==> src/rtl/core/sme_pkg.sv <==
// shared types, widths and constants of the stereo mixer
package sme_pkg;

    // field widths
    localparam int CH_W     = 8;
    localparam int SAMPLE_W = 16;
    localparam int CFG_W    = 8;
    localparam int IDX_W    = 3;
    localparam int LEVEL_W  = 3;
    localparam int MODE_W   = 3;

    // internal datapath widths
    localparam int SUM_W    = CH_W + 2;
    localparam int GAIN_W   = 11;
    localparam int VAL_W    = 22;
    localparam int ACC_W    = 20;
    localparam int MUL_A_W  = VAL_W;
    localparam int MUL_B_W  = 21;
    localparam int PROD_W   = MUL_A_W + MUL_B_W;

    // gain factors
    localparam int GAIN_DIGITAL = 256;
    localparam int GAIN_ANALOG  = 60;

    // divide by 14 as multiply by reciprocal, exact for |acc| below 2^19
    localparam int DIV14_MUL   = 599187;
    localparam int DIV14_SHIFT = 23;

    // saturation limits
    localparam int SAMPLE_MAX = 32767;
    localparam int SAMPLE_MIN = -32768;

    localparam int ECHO_DEPTH_DEF = 4000;

    // volume mode codes
    localparam logic [MODE_W-1:0] VOL_SHIFT2 = 3'd4;
    localparam logic [MODE_W-1:0] VOL_SHIFT1 = 3'd5;

    // configuration register indexes
    typedef enum logic [IDX_W-1:0] {
        REG_ROUTE        = 3'd0,
        REG_FIRST_LEVEL  = 3'd1,
        REG_SECOND_LEVEL = 3'd2,
        REG_ECHO_EN      = 3'd3,
        REG_LOWPASS_EN   = 3'd4,
        REG_VOLUME       = 3'd5,
        REG_SWAP         = 3'd6
    } reg_idx_t;

    // echo store control from the sequencer
    typedef struct packed {
        logic rd;
        logic wr;
    } echo_ctrl_t;

    // saturate a wide value to a 16-bit sample
    function automatic logic signed [SAMPLE_W-1:0] clamp_sample(
        input logic signed [PROD_W-1:0] x
    );
        logic signed [PROD_W-1:0] hi;
        logic signed [PROD_W-1:0] lo;
        hi = PROD_W'(SAMPLE_MAX);
        lo = PROD_W'(SAMPLE_MIN);
        if (x > hi)
        begin
            clamp_sample = SAMPLE_W'(SAMPLE_MAX);
        end
        else if (x < lo)
        begin
            clamp_sample = SAMPLE_W'(SAMPLE_MIN);
        end
        else
        begin
            clamp_sample = x[SAMPLE_W-1:0];
        end
    endfunction

endpackage

==> src/rtl/core/sme_mul.sv <==
// shared signed multiplier with registered product
module sme_mul (
    input  logic                                clk,
    input  logic signed [sme_pkg::MUL_A_W-1:0] a,
    input  logic signed [sme_pkg::MUL_B_W-1:0] b,
    output logic signed [sme_pkg::PROD_W-1:0]  p
);
    import sme_pkg::*;

    logic signed [PROD_W-1:0] p_reg;

    // one product per cycle
    always_ff @(posedge clk)
    begin
        p_reg <= PROD_W'(a) * PROD_W'(b);
    end

    assign p = p_reg;

endmodule

==> config.mk <==
export PLATFORM = sky130hd
export DESIGN_NAME = sme_mul
export DESIGN_NICKNAME = d
export VERILOG_FILES = /design/src/rtl/core/sme_pkg.sv /design/src/rtl/core/sme_mul.sv
export SDC_FILE = /design/constraint.sdc
export NUM_CORES = 1
export LEC_CHECK = 0
export BUFFER_PORTS_ARGS = -buffer_cell sky130_fd_sc_hd__buf_4
export CORE_ASPECT_RATIO = 1.1
export CORE_MARGIN = 1.5
export CORE_UTILIZATION = 27
export CTS_CLUSTER_DIAMETER = 30
export CTS_CLUSTER_SIZE = 40
export DETAILED_ROUTE_END_ITERATION = 16
export PLACE_DENSITY = 0.45
export SYNTH_ARGS = -nofsm -noshare
export SYNTH_HDL_FRONTEND = slang
export SYNTH_SLANG_ARGS = --single-unit
==> constraint.sdc <==
create_clock -name clk -period 9.7 [get_ports clk]
set_clock_uncertainty 0.1 [all_clocks]
set_input_delay 1.94 -clock clk [delete_from_list [all_inputs] [get_ports clk]]
set_output_delay 1.94 -clock clk [all_outputs]
set_load 0.03 [all_outputs]
# Yosys cells after proc, flatten, opt, wreduce, memory -nomap -nowiden
# Cells that the tools add are included.
# word_totals
register_bits,43
word_cells,2
input_bits,44
output_inout_bits,43
# classes
n_mul,1
# ops
operator,n
multiplier 22 x 21 -> 43 bit,1

# Depth between registers and ports, before layout
# Gate-level depths: netlist of the first run.
# logic_depth
word_depth,1
depth_mapped,26
mapped_depth_nobuf,25

# Least setup slack after synthesis of the first run
# OpenSTA, ideal clock, no wires.
# synth_path
path_type,input to register
startpoint,input port a[21] (netlist name)
endpoint,"register p_reg[41], in the netlist p[41]"
setup_time_ps,93
stages,23
slack_ps,1375
t_arrival_ps,8132
cell_sequence,clkbuf_1 > and2_1 > fa_1 > inv_1 > fa_1 > fa_1 > inv_1 > fa_1 > fa_1 > fa_1 > inv_1 > fa_1 > inv_1 > ha_1 > and3_1 > and2_2 > a211oi_2 > a311oi_4 > a211oi_2 > or3_4 > nand3_4 > or3b_1 > o311ai_2
# synth_via
elab_chain_cells,1
# synth_rtl
element,line_no,rtl
"start, declared",sme_mul.sv:4,"input logic signed [sme_pkg::MUL_A_W-1:0] a,"
multiplier 22 x 21 -> 43 bit,sme_mul.sv:15,p_reg <= PROD_W'(a) * PROD_W'(b);
"end signal, assigned",sme_mul.sv:15,
"end, declared",sme_mul.sv:10,logic signed [PROD_W-1:0] p_reg;
# No other way between the ends.

# Worst setup path in the final report of the first run
# layout_path
startpoint,input port a[21] (netlist name)
endpoint,"register p_reg[42], in the netlist p[42]"
# The elaborated chain is that of the path after synthesis.

==> results of run 1 <==
## layer usage
metal / routed length, um / part of all wire [%]
met4: 1782 / 3.6
met2: 27300 / 55
met1: 19370 / 39
met3: 1111 / 2.2
met5: 0 / 0
## area by class of cell
cell class	count	area (um^2)
Multi-Input combinational cell	1284	14770
Sequential cell	43	860.8
Antenna cell	1	2.502
Inverter	553	2076
Timing Repair Buffer	94	705.7
Tap cell	858	1074
Clock buffer	5	125.1
Fill cell	7098	46510
Clock inverter	3	23.77
## metrics by stage
stage | instances | area (um^2)
4_1_cts | 2840 | 19640
3_5_place_dp | 2832 | 19490
2_1_floorplan | 1965 | 18030
6_report | 2841 | 19640
3_3_place_gp | 2832 | 19490
5_1_grt | 2841 | 19640
## worst max path at each step
stage                from    end  cells past startpoint
floorplan           a[21]  p[41]                     23
global placement    a[21]  p[42]                     20
detailed placement  a[21]  p[42]                     20
CTS                 a[21]  p[42]                     20
global route        a[21]  p[42]                     20
finish              a[21]  p[42]                     20
## logic make-up (layout without fill, tap and decap cells)
logic type      count (synthesis)  after routing  share of synthesized area (%)
compound gates                114            114                          4.469
fa+ha+maj                     591            591                          60.92
other cells                     0              1                              0
flops                          43             43                          4.775
buf+inv                       638            655                          13.28
simple gates                  540            540                          14.66
xor+xnor                       39             39                          1.895
## cells in the final DEF (no fill, tap or decap), types with 2 or more instances in the layout
cell type and count:
a2111oi_2 2, a211oi_1 7, a211oi_2 2, a21boi_0 2
a21o_1 17, a21oi_1 33, and2_1 197, and3_1 3
buf_4 94, clkbuf_16 5, clkinvlp_4 2, dfxtp_1 43
fa_1 478, ha_1 113, inv_1 553, nand2_1 269
nand2b_1 13, nand3_1 6, nand4_1 2, nor2_1 29
nor2b_1 3, nor3_1 7, o211ai_1 4, o21a_1 6
o21ai_0 13, o21ai_1 7, o21bai_1 3, o31ai_1 2
o41ai_2 2, or3_1 2, xnor2_1 30, xor2_1 9
## worst max-delay path, cell delays in order
cell	delay, ns
buf_4	0.18
and2_1	0.24
fa_1	0.67
fa_1	0.49
fa_1	0.87
inv_1	0.34
fa_1	0.57
fa_1	0.52
fa_1	0.49
inv_1	0.06
fa_1	0.46
ha_1	0.36
nand3_1	0.11
nand2b_1	0.17
a211oi_1	0.37
nor3_1	0.21
nor4b_1	0.68
o41ai_2	0.20
nand2_1	0.09
o211ai_1	0.08
==> results.ini, run 1 <==
[synthesis]
synth_fp_nets = 2600
synth_cell_types = 54
async_flop_share_pct = 0
ys_top_cells_by_area = fa_1, inv_1, ha_1, and2_1, nand2_1
yosysWarnings = 0
synth_area_mm2 = 0.01803
synth_cells = 1965
yosysTopAreaCellShare_pct = 53.08
syn_area_per_cell_um2 = 9.175
ys_ff_latch = 43
yosysMostFrequentCell = inv_1
netlist_top_cells_count = inv_1, fa_1, nand2_1
yosysSeqAreaShare_pct = 4.775
synth_top_area_cell = fa_1
synth_flop_cell = dfxtp_1
synth-edff-count = 0

[global_routing]
grt_overflow = 0
grt_usage_pct = 15.76
use_met3_pct = 1.405
grt_pass1_wl_um = 82120
top_usage_layer = met2
grt_use_met2_pct = 30.59
grt_max_degree = 23
use_met1_pct = 17.98
antenna_found_initial = 1
first_global_vias = 14580

[routing]
final_antenna_net_count = 0
dr.pass1.iters = 6
drc = 0
totalWireLength_um = 49570
routedWlPerCell_um = 17.45
detail_route.vias_per_cell = 4.363
drtIter0Drc = 440
vias = 12400

[timing]
fin_ws_ns = 0.6500
hold_ws_ns = 1.929
maxSlewViolCount = 0
hold_viol = 0
period_minus_slack_ns = 9.050
setup_tns_ns = 0
rsz0062_at_grt = false
slew_headroom_pct = 43.02
max_slew.worst_pin.slew_ns = 0.8537
setup_violations = 0
max_freq_mhz = 110.5
period_share_pct = 93.30

[cells_and_area]
syn2layout_area_growth_pct = 8.939
post-route-util_pct = 29.69
finalNetCount = 2616
largest_reg_flops = 43
final_layout_size_suffix_gt1_share_pct = 6.004

[placement]
dp_hpwl_um = 42440
dp_worst_setup_slack_ns = 0.2584
place_congestion = 0.8174
portBuffers = 86

[cts]
ctsHtreeMaxLevel = 2
cts_resized = 0
clock-root-buffer = clkbuf_16
post_cts_buffers = 0
cts_tree = done
hold_buffers = 0
numCtsBuffers = 5
cts_buffer_depth = 2
clk_pin_slew_ns = 0.08
cts.sinks = 43

[min_path]
hold_path_class = in2reg
min_to = p[0]
holdPathStages = 2
min-delay-start = b[0]

[die]
coreArea_mm2 = 0.06615
rows = 99
start_util_pct = 27.26
dieArea_mm2 = 0.06833
die_x_um = 249.4
ios = 87
fp.dieH_um = 274.0

[worst_setup_path]
worstPathMaxFanout = 21
arrival_ns = 9.14
start_kind = input pin
endpoint_kind = flop
required_ns = 9.79
setup.worst_path.class = in2reg

[run]
drv_cap = 0

[outcome]
outcome = completed

Power of run 1 is left out: the tool's default activity adds up to more than one toggle a clock period on the data nets, which glitch-free logic cannot reach.
==> run 2, diff against run 1 <==
==> constraint.sdc (replaced) <==
create_clock -name clk -period 9.7 [get_ports clk]
set_clock_uncertainty 0.1 [all_clocks]
set_input_delay 0.485 -clock clk [delete_from_list [all_inputs] [get_ports clk]]
set_output_delay 0.485 -clock clk [all_outputs]
set_load 0.03 [all_outputs]
==> run 2 against run 1 <==
Against the previous run:
- worst hold slack worse by 1.4 ns
- sequential share of layout area barely moved
- flip-flop and latch count stayed put
- via count increased by 0.93%
- cell area fell by 0.28%
- highest routed layer is now met5
==> results.ini, run 2 (synthesis gave the netlist of run 1 again) <==
[timing]
setup_tns_ns = 0  ; unchanged
fin_ws_ns = 1.560  ; +0.9102 ns
period_share_pct = 83.92  ; -9.4 points
maxSlewViolCount = 0  ; unchanged
period_minus_slack_ns = 8.140  ; -0.9102 ns
rsz0062_at_grt = false
hold_viol = 0  ; unchanged
setup_violations = 0  ; unchanged
max_slew.worst_pin.slew_ns = 0.8672  ; +0.01353 ns
slew_headroom_pct = 41.84  ; -1.2 points
max_freq_mhz = 122.9  ; +11%

[worst_setup_path]
start_kind = input pin
cpMostUsedCell = fa_1
cpLargestDelayFamily = adder cells
setup.worst_path.class = in2reg
endpoint = p[42]
worstPathMaxFanout = 22  ; +4.8%
cpPeakStageDelay_ns = 0.86  ; about the same
required_ns = 9.79  ; about the same
crit_buf_inv = 3  ; unchanged
arrival_ns = 8.23  ; -0.91 ns
endpoint_kind = flop
timing.critical_path.from = b[3]
cpMaxStageDelayCell = fa_1
crit_chain = buf_4, and2_1, fa_1, fa_1, fa_1, inv_1, fa_1, fa_1, fa_1, inv_1, fa_1, ha_1, nand3_1, nand2b_1, a211oi_1, nor3_1, nor4b_1, o41ai_2, nand2_1, o211ai_1
cp.depth = 20  ; unchanged

[run]
drv_cap = 0  ; unchanged

[die]
rows = 99  ; unchanged
start_util_pct = 27.26  ; unchanged
coreArea_mm2 = 0.06615  ; unchanged
fp.dieH_um = 274.0  ; unchanged
dieArea_mm2 = 0.06833  ; unchanged
die_x_um = 249.4  ; unchanged
ios = 87  ; unchanged

[global_routing]
grt_overflow = 0  ; unchanged
first_global_vias = 14970  ; +2.7%
top_usage_layer = met2
grt_usage_pct = 16.46  ; +0.71 points
grt_max_degree = 23  ; unchanged
use_met1_pct = 18.92  ; +0.94 points
use_met3_pct = 1.861  ; +0.46 points
grt_use_met2_pct = 31.81  ; +1.2 points
antenna_found_initial = 1  ; unchanged
grt_pass1_wl_um = 85350  ; +3.9%

[cts]
cts_buffer_depth = 2  ; unchanged
cts_tree = done
numCtsBuffers = 5  ; unchanged
cts_resized = 0  ; unchanged
hold_buffers = 0  ; unchanged
clock-root-buffer = clkbuf_16
ctsHtreeMaxLevel = 2  ; unchanged
post_cts_buffers = 0  ; unchanged
clk_pin_slew_ns = 0.08  ; about the same
cts.sinks = 43  ; unchanged

[cells_and_area]
multi_input_area_mm2 = 0.01477  ; unchanged
syn2layout_area_growth_pct = 8.633
fin_cells = 2833  ; -0.28%
final.fill_count = 7094  ; -0.056%
largest_reg_flops = 43  ; unchanged
finalNetCount = 2609  ; -0.27%
final_cell_mix = inv_1, fa_1, nand2_1, and2_1, ha_1
final_common_cell = inv_1
regArea_um2 = 860.8  ; unchanged
post-route-util_pct = 29.61  ; -0.083 points
num_antenna_cells = 0  ; -1
final_layout_size_suffix_gt1_share_pct = 5.671  ; -0.33 points

[routing]
totalWireLength_um = 52150  ; +5.2%
routedWlPerCell_um = 18.41  ; +5.5%
dr.pass1.iters = 4  ; -2
vias = 12510  ; +0.93%
drc = 0  ; unchanged
final_antenna_net_count = 0  ; unchanged
drtIter0Drc = 444  ; +0.91%
detail_route.vias_per_cell = 4.416  ; +1.2%

[placement]
numPlacedInstances = 2825  ; -0.25%
place_congestion = 0.8087  ; -1.1%
dp_worst_setup_slack_ns = 1.077  ; +0.8190 ns
portBuffers = 86  ; unchanged
dp_hpwl_um = 41360  ; -2.5%

[outcome]
outcome = completed

[min_path]
hold_path_class = in2reg

[run 2: final cells by class]
| class | instances | area share [%] |
|---|---|---|
| Clock buffer | 5 | 0.6389 |
| Clock inverter | 3 | 0.1214 |
| Inverter | 553 | 10.60 |
| Multi-Input combinational cell | 1284 | 75.43 |
| Sequential cell | 43 | 4.395 |
| Tap cell | 858 | 5.481 |
| Timing Repair Buffer | 87 | 3.335 |
[run 2: worst min path at each step]
stage                      from    end  depth (start not counted)
after CTS                  b[0]   p[0]                          2
after floorplan            b[0]   p[0]                          1
final                      b[0]   p[0]                          2
after detailed placement  p[10]  p[10]                          1
after global routing       b[0]   p[0]                          2
after global placement     p[8]   p[8]                          1
[run 2: routing by layer]
metal | vias up | wire, um
met5 | - | 11
met4 | 2 | 1627
met3 | 77 | 1669
met2 | 225 | 28390
met1 | 6612 | 20450
li1 | 5595 | -
[run 2: stage by stage]
stage               area, um^2  hold WS, ns
global placement         19440       0.8145
floorplan                18030       0.5067
finish                   19590       0.4973
detailed placement       19440       0.8130
CTS                      19590       0.4884
global route             19590       0.4963
Power of run 2 is left out for the same reason.
==> run 3, diff against run 2 <==
==> constraint.sdc (replaced) <==
create_clock -name clk -period 8.5 [get_ports clk]
set_clock_uncertainty 0.1 [all_clocks]
set_input_delay 0.425 -clock clk [delete_from_list [all_inputs] [get_ports clk]]
set_output_delay 0.425 -clock clk [all_outputs]
set_load 0.03 [all_outputs]
==> run 3 against run 2 <==
Against the previous run:
- clock-buffer cell count is the same
- critical path depth grew 1
- non-clock buffer count grew 3
- cell area grew 0.13%
- global-route usage shrank 0.076 points
- utilization is essentially flat
- critical endpoint unchanged
- largest cell class unchanged
==> results.ini, run 3 (synthesis gave the netlist of run 1 again) <==
[outcome]
outcome = completed

[min_path]
hold_path_class = in2reg
min-delay-start = b[0]

[cts]
cts_resized = 0  ; unchanged
post_cts_buffers = 0  ; unchanged
cts_tree = done
clock-root-buffer = clkbuf_16
ctsHtreeMaxLevel = 2  ; unchanged
cts_buffer_depth = 2  ; unchanged
numCtsBuffers = 5  ; unchanged
cts.sinks = 43  ; unchanged
hold_buffers = 0  ; unchanged
clk_pin_slew_ns = 0.08  ; about the same

[global_routing]
grt_max_degree = 23  ; unchanged
antenna_found_initial = 1  ; unchanged
grt_usage_pct = 16.39  ; -0.076 points
grt_overflow = 0  ; unchanged
first_global_vias = 14650  ; -2.1%
grt_pass1_wl_um = 85110  ; -0.28%

[worst_setup_path]
timing.critical_path.from = b[3]
cpMaxStageDelayCell = fa_1
required_ns = 8.58  ; -1.21 ns
setup.worst_path.class = in2reg
arrival_ns = 7.71  ; -0.52 ns
start_kind = input pin
cpPeakStageDelay_ns = 0.82  ; -0.04 ns
cpLargestDelayFamily = adder cells
worstPathMaxFanout = 22  ; unchanged
endpoint_kind = flop
cpMostUsedCell = fa_1
crit_chain = buf_4, and2_1, fa_1, fa_1, fa_1, inv_1, fa_1, fa_1, fa_1, inv_1, fa_1, ha_1, nand3_1, nand2b_1, a211oi_1, nor3_1, buf_4, nor4b_1, o41ai_2, nand2_1, o211ai_1
crit_buf_inv = 4  ; +1

[cells_and_area]
final_common_cell = inv_1
design_area_mm2 = 0.01961  ; +0.13%
final.fill_count = 7101  ; +0.099%
final_cell_mix = inv_1, fa_1, nand2_1, and2_1, ha_1
regArea_um2 = 860.8  ; unchanged
final_layout_size_suffix_gt1_share_pct = 5.814  ; +0.14 points
finalNetCount = 2612  ; +0.11%
syn2layout_area_growth_pct = 8.773
largest_reg_flops = 43  ; unchanged
multi_input_area_mm2 = 0.01477  ; unchanged

[routing]
routedWlPerCell_um = 18.34  ; -0.37%
vias = 12470  ; -0.33%
drtIter0Drc = 467  ; +5.2%
final_antenna_net_count = 0  ; unchanged
dr.pass1.iters = 4  ; unchanged
drc = 0  ; unchanged
detail_route.vias_per_cell = 4.395  ; -0.47%
totalWireLength_um = 52030  ; -0.23%

[die]
rows = 99  ; unchanged
fp.dieH_um = 274.0  ; unchanged
dieArea_mm2 = 0.06833  ; unchanged
start_util_pct = 27.26  ; unchanged
die_x_um = 249.4  ; unchanged
ios = 87  ; unchanged
coreArea_mm2 = 0.06615  ; unchanged

[placement]
placedInstanceArea_mm2 = 0.01946  ; +0.12%
place_congestion = 0.8130  ; +0.53%
portBuffers = 86  ; unchanged
dp_hpwl_um = 42060  ; +1.7%

[timing]
setup_tns_ns = 0  ; unchanged
period_share_pct = 89.68
hold_viol = 0  ; unchanged
setup_violations = 0  ; unchanged
slew_headroom_pct = 41.13  ; -0.71 points
period_minus_slack_ns = 7.623
rsz0062_at_grt = false
maxSlewViolCount = 0  ; unchanged
max_freq_mhz = 131.2
max_slew.worst_pin.slew_ns = 0.8821  ; +0.01487 ns

[run]
drv_cap = 0  ; unchanged

-- run 3: cell count changes in the layout (fill, tap and decap cells not counted), sizes merged --
cell,change
diode,+1
buf,+3
-- run 3: area by class of cell --
cell class	instances	share of cell area [%]
multi-input combinational	1284	75.33
inverter	553	10.59
tap	858	5.474
sequential	43	4.390
timing repair buffer	90	3.445
clock buffer	5	0.6380
clock inverter	3	0.1212
antenna	1	0.01276
-- run 3: per-stage QoR --
stage | hold WS, ns | instances | utilization [%] | setup slack [ns]
global route | 0.4292 | 2836 | 29.64 | 0.3962
finish | 0.4216 | 2837 | 29.65 | 0.8772
floorplan | 0.4467 | 1965 | - | 1.690
global placement | 0.7535 | 2828 | 29.42 | 0.6114
detailed placement | 0.7531 | 2828 | 29.42 | 0.5082
CTS | 0.4129 | 2836 | 29.64 | 0.8012
-- run 3: worst paths after layout --
path     to  cells after the start
min    p[0]                      2
max   p[42]                     21
-- run 3: metal layers --
layer,vias to the layer above,global-route usage [%],routed length (um)
met5,-,0,0
met4,0,3.851,1218
met3,47,1.462,1407
met2,206,32.25,29110
met1,6609,18.98,20300
li1,5608,-,-
Power of run 3 is left out for the same reason.
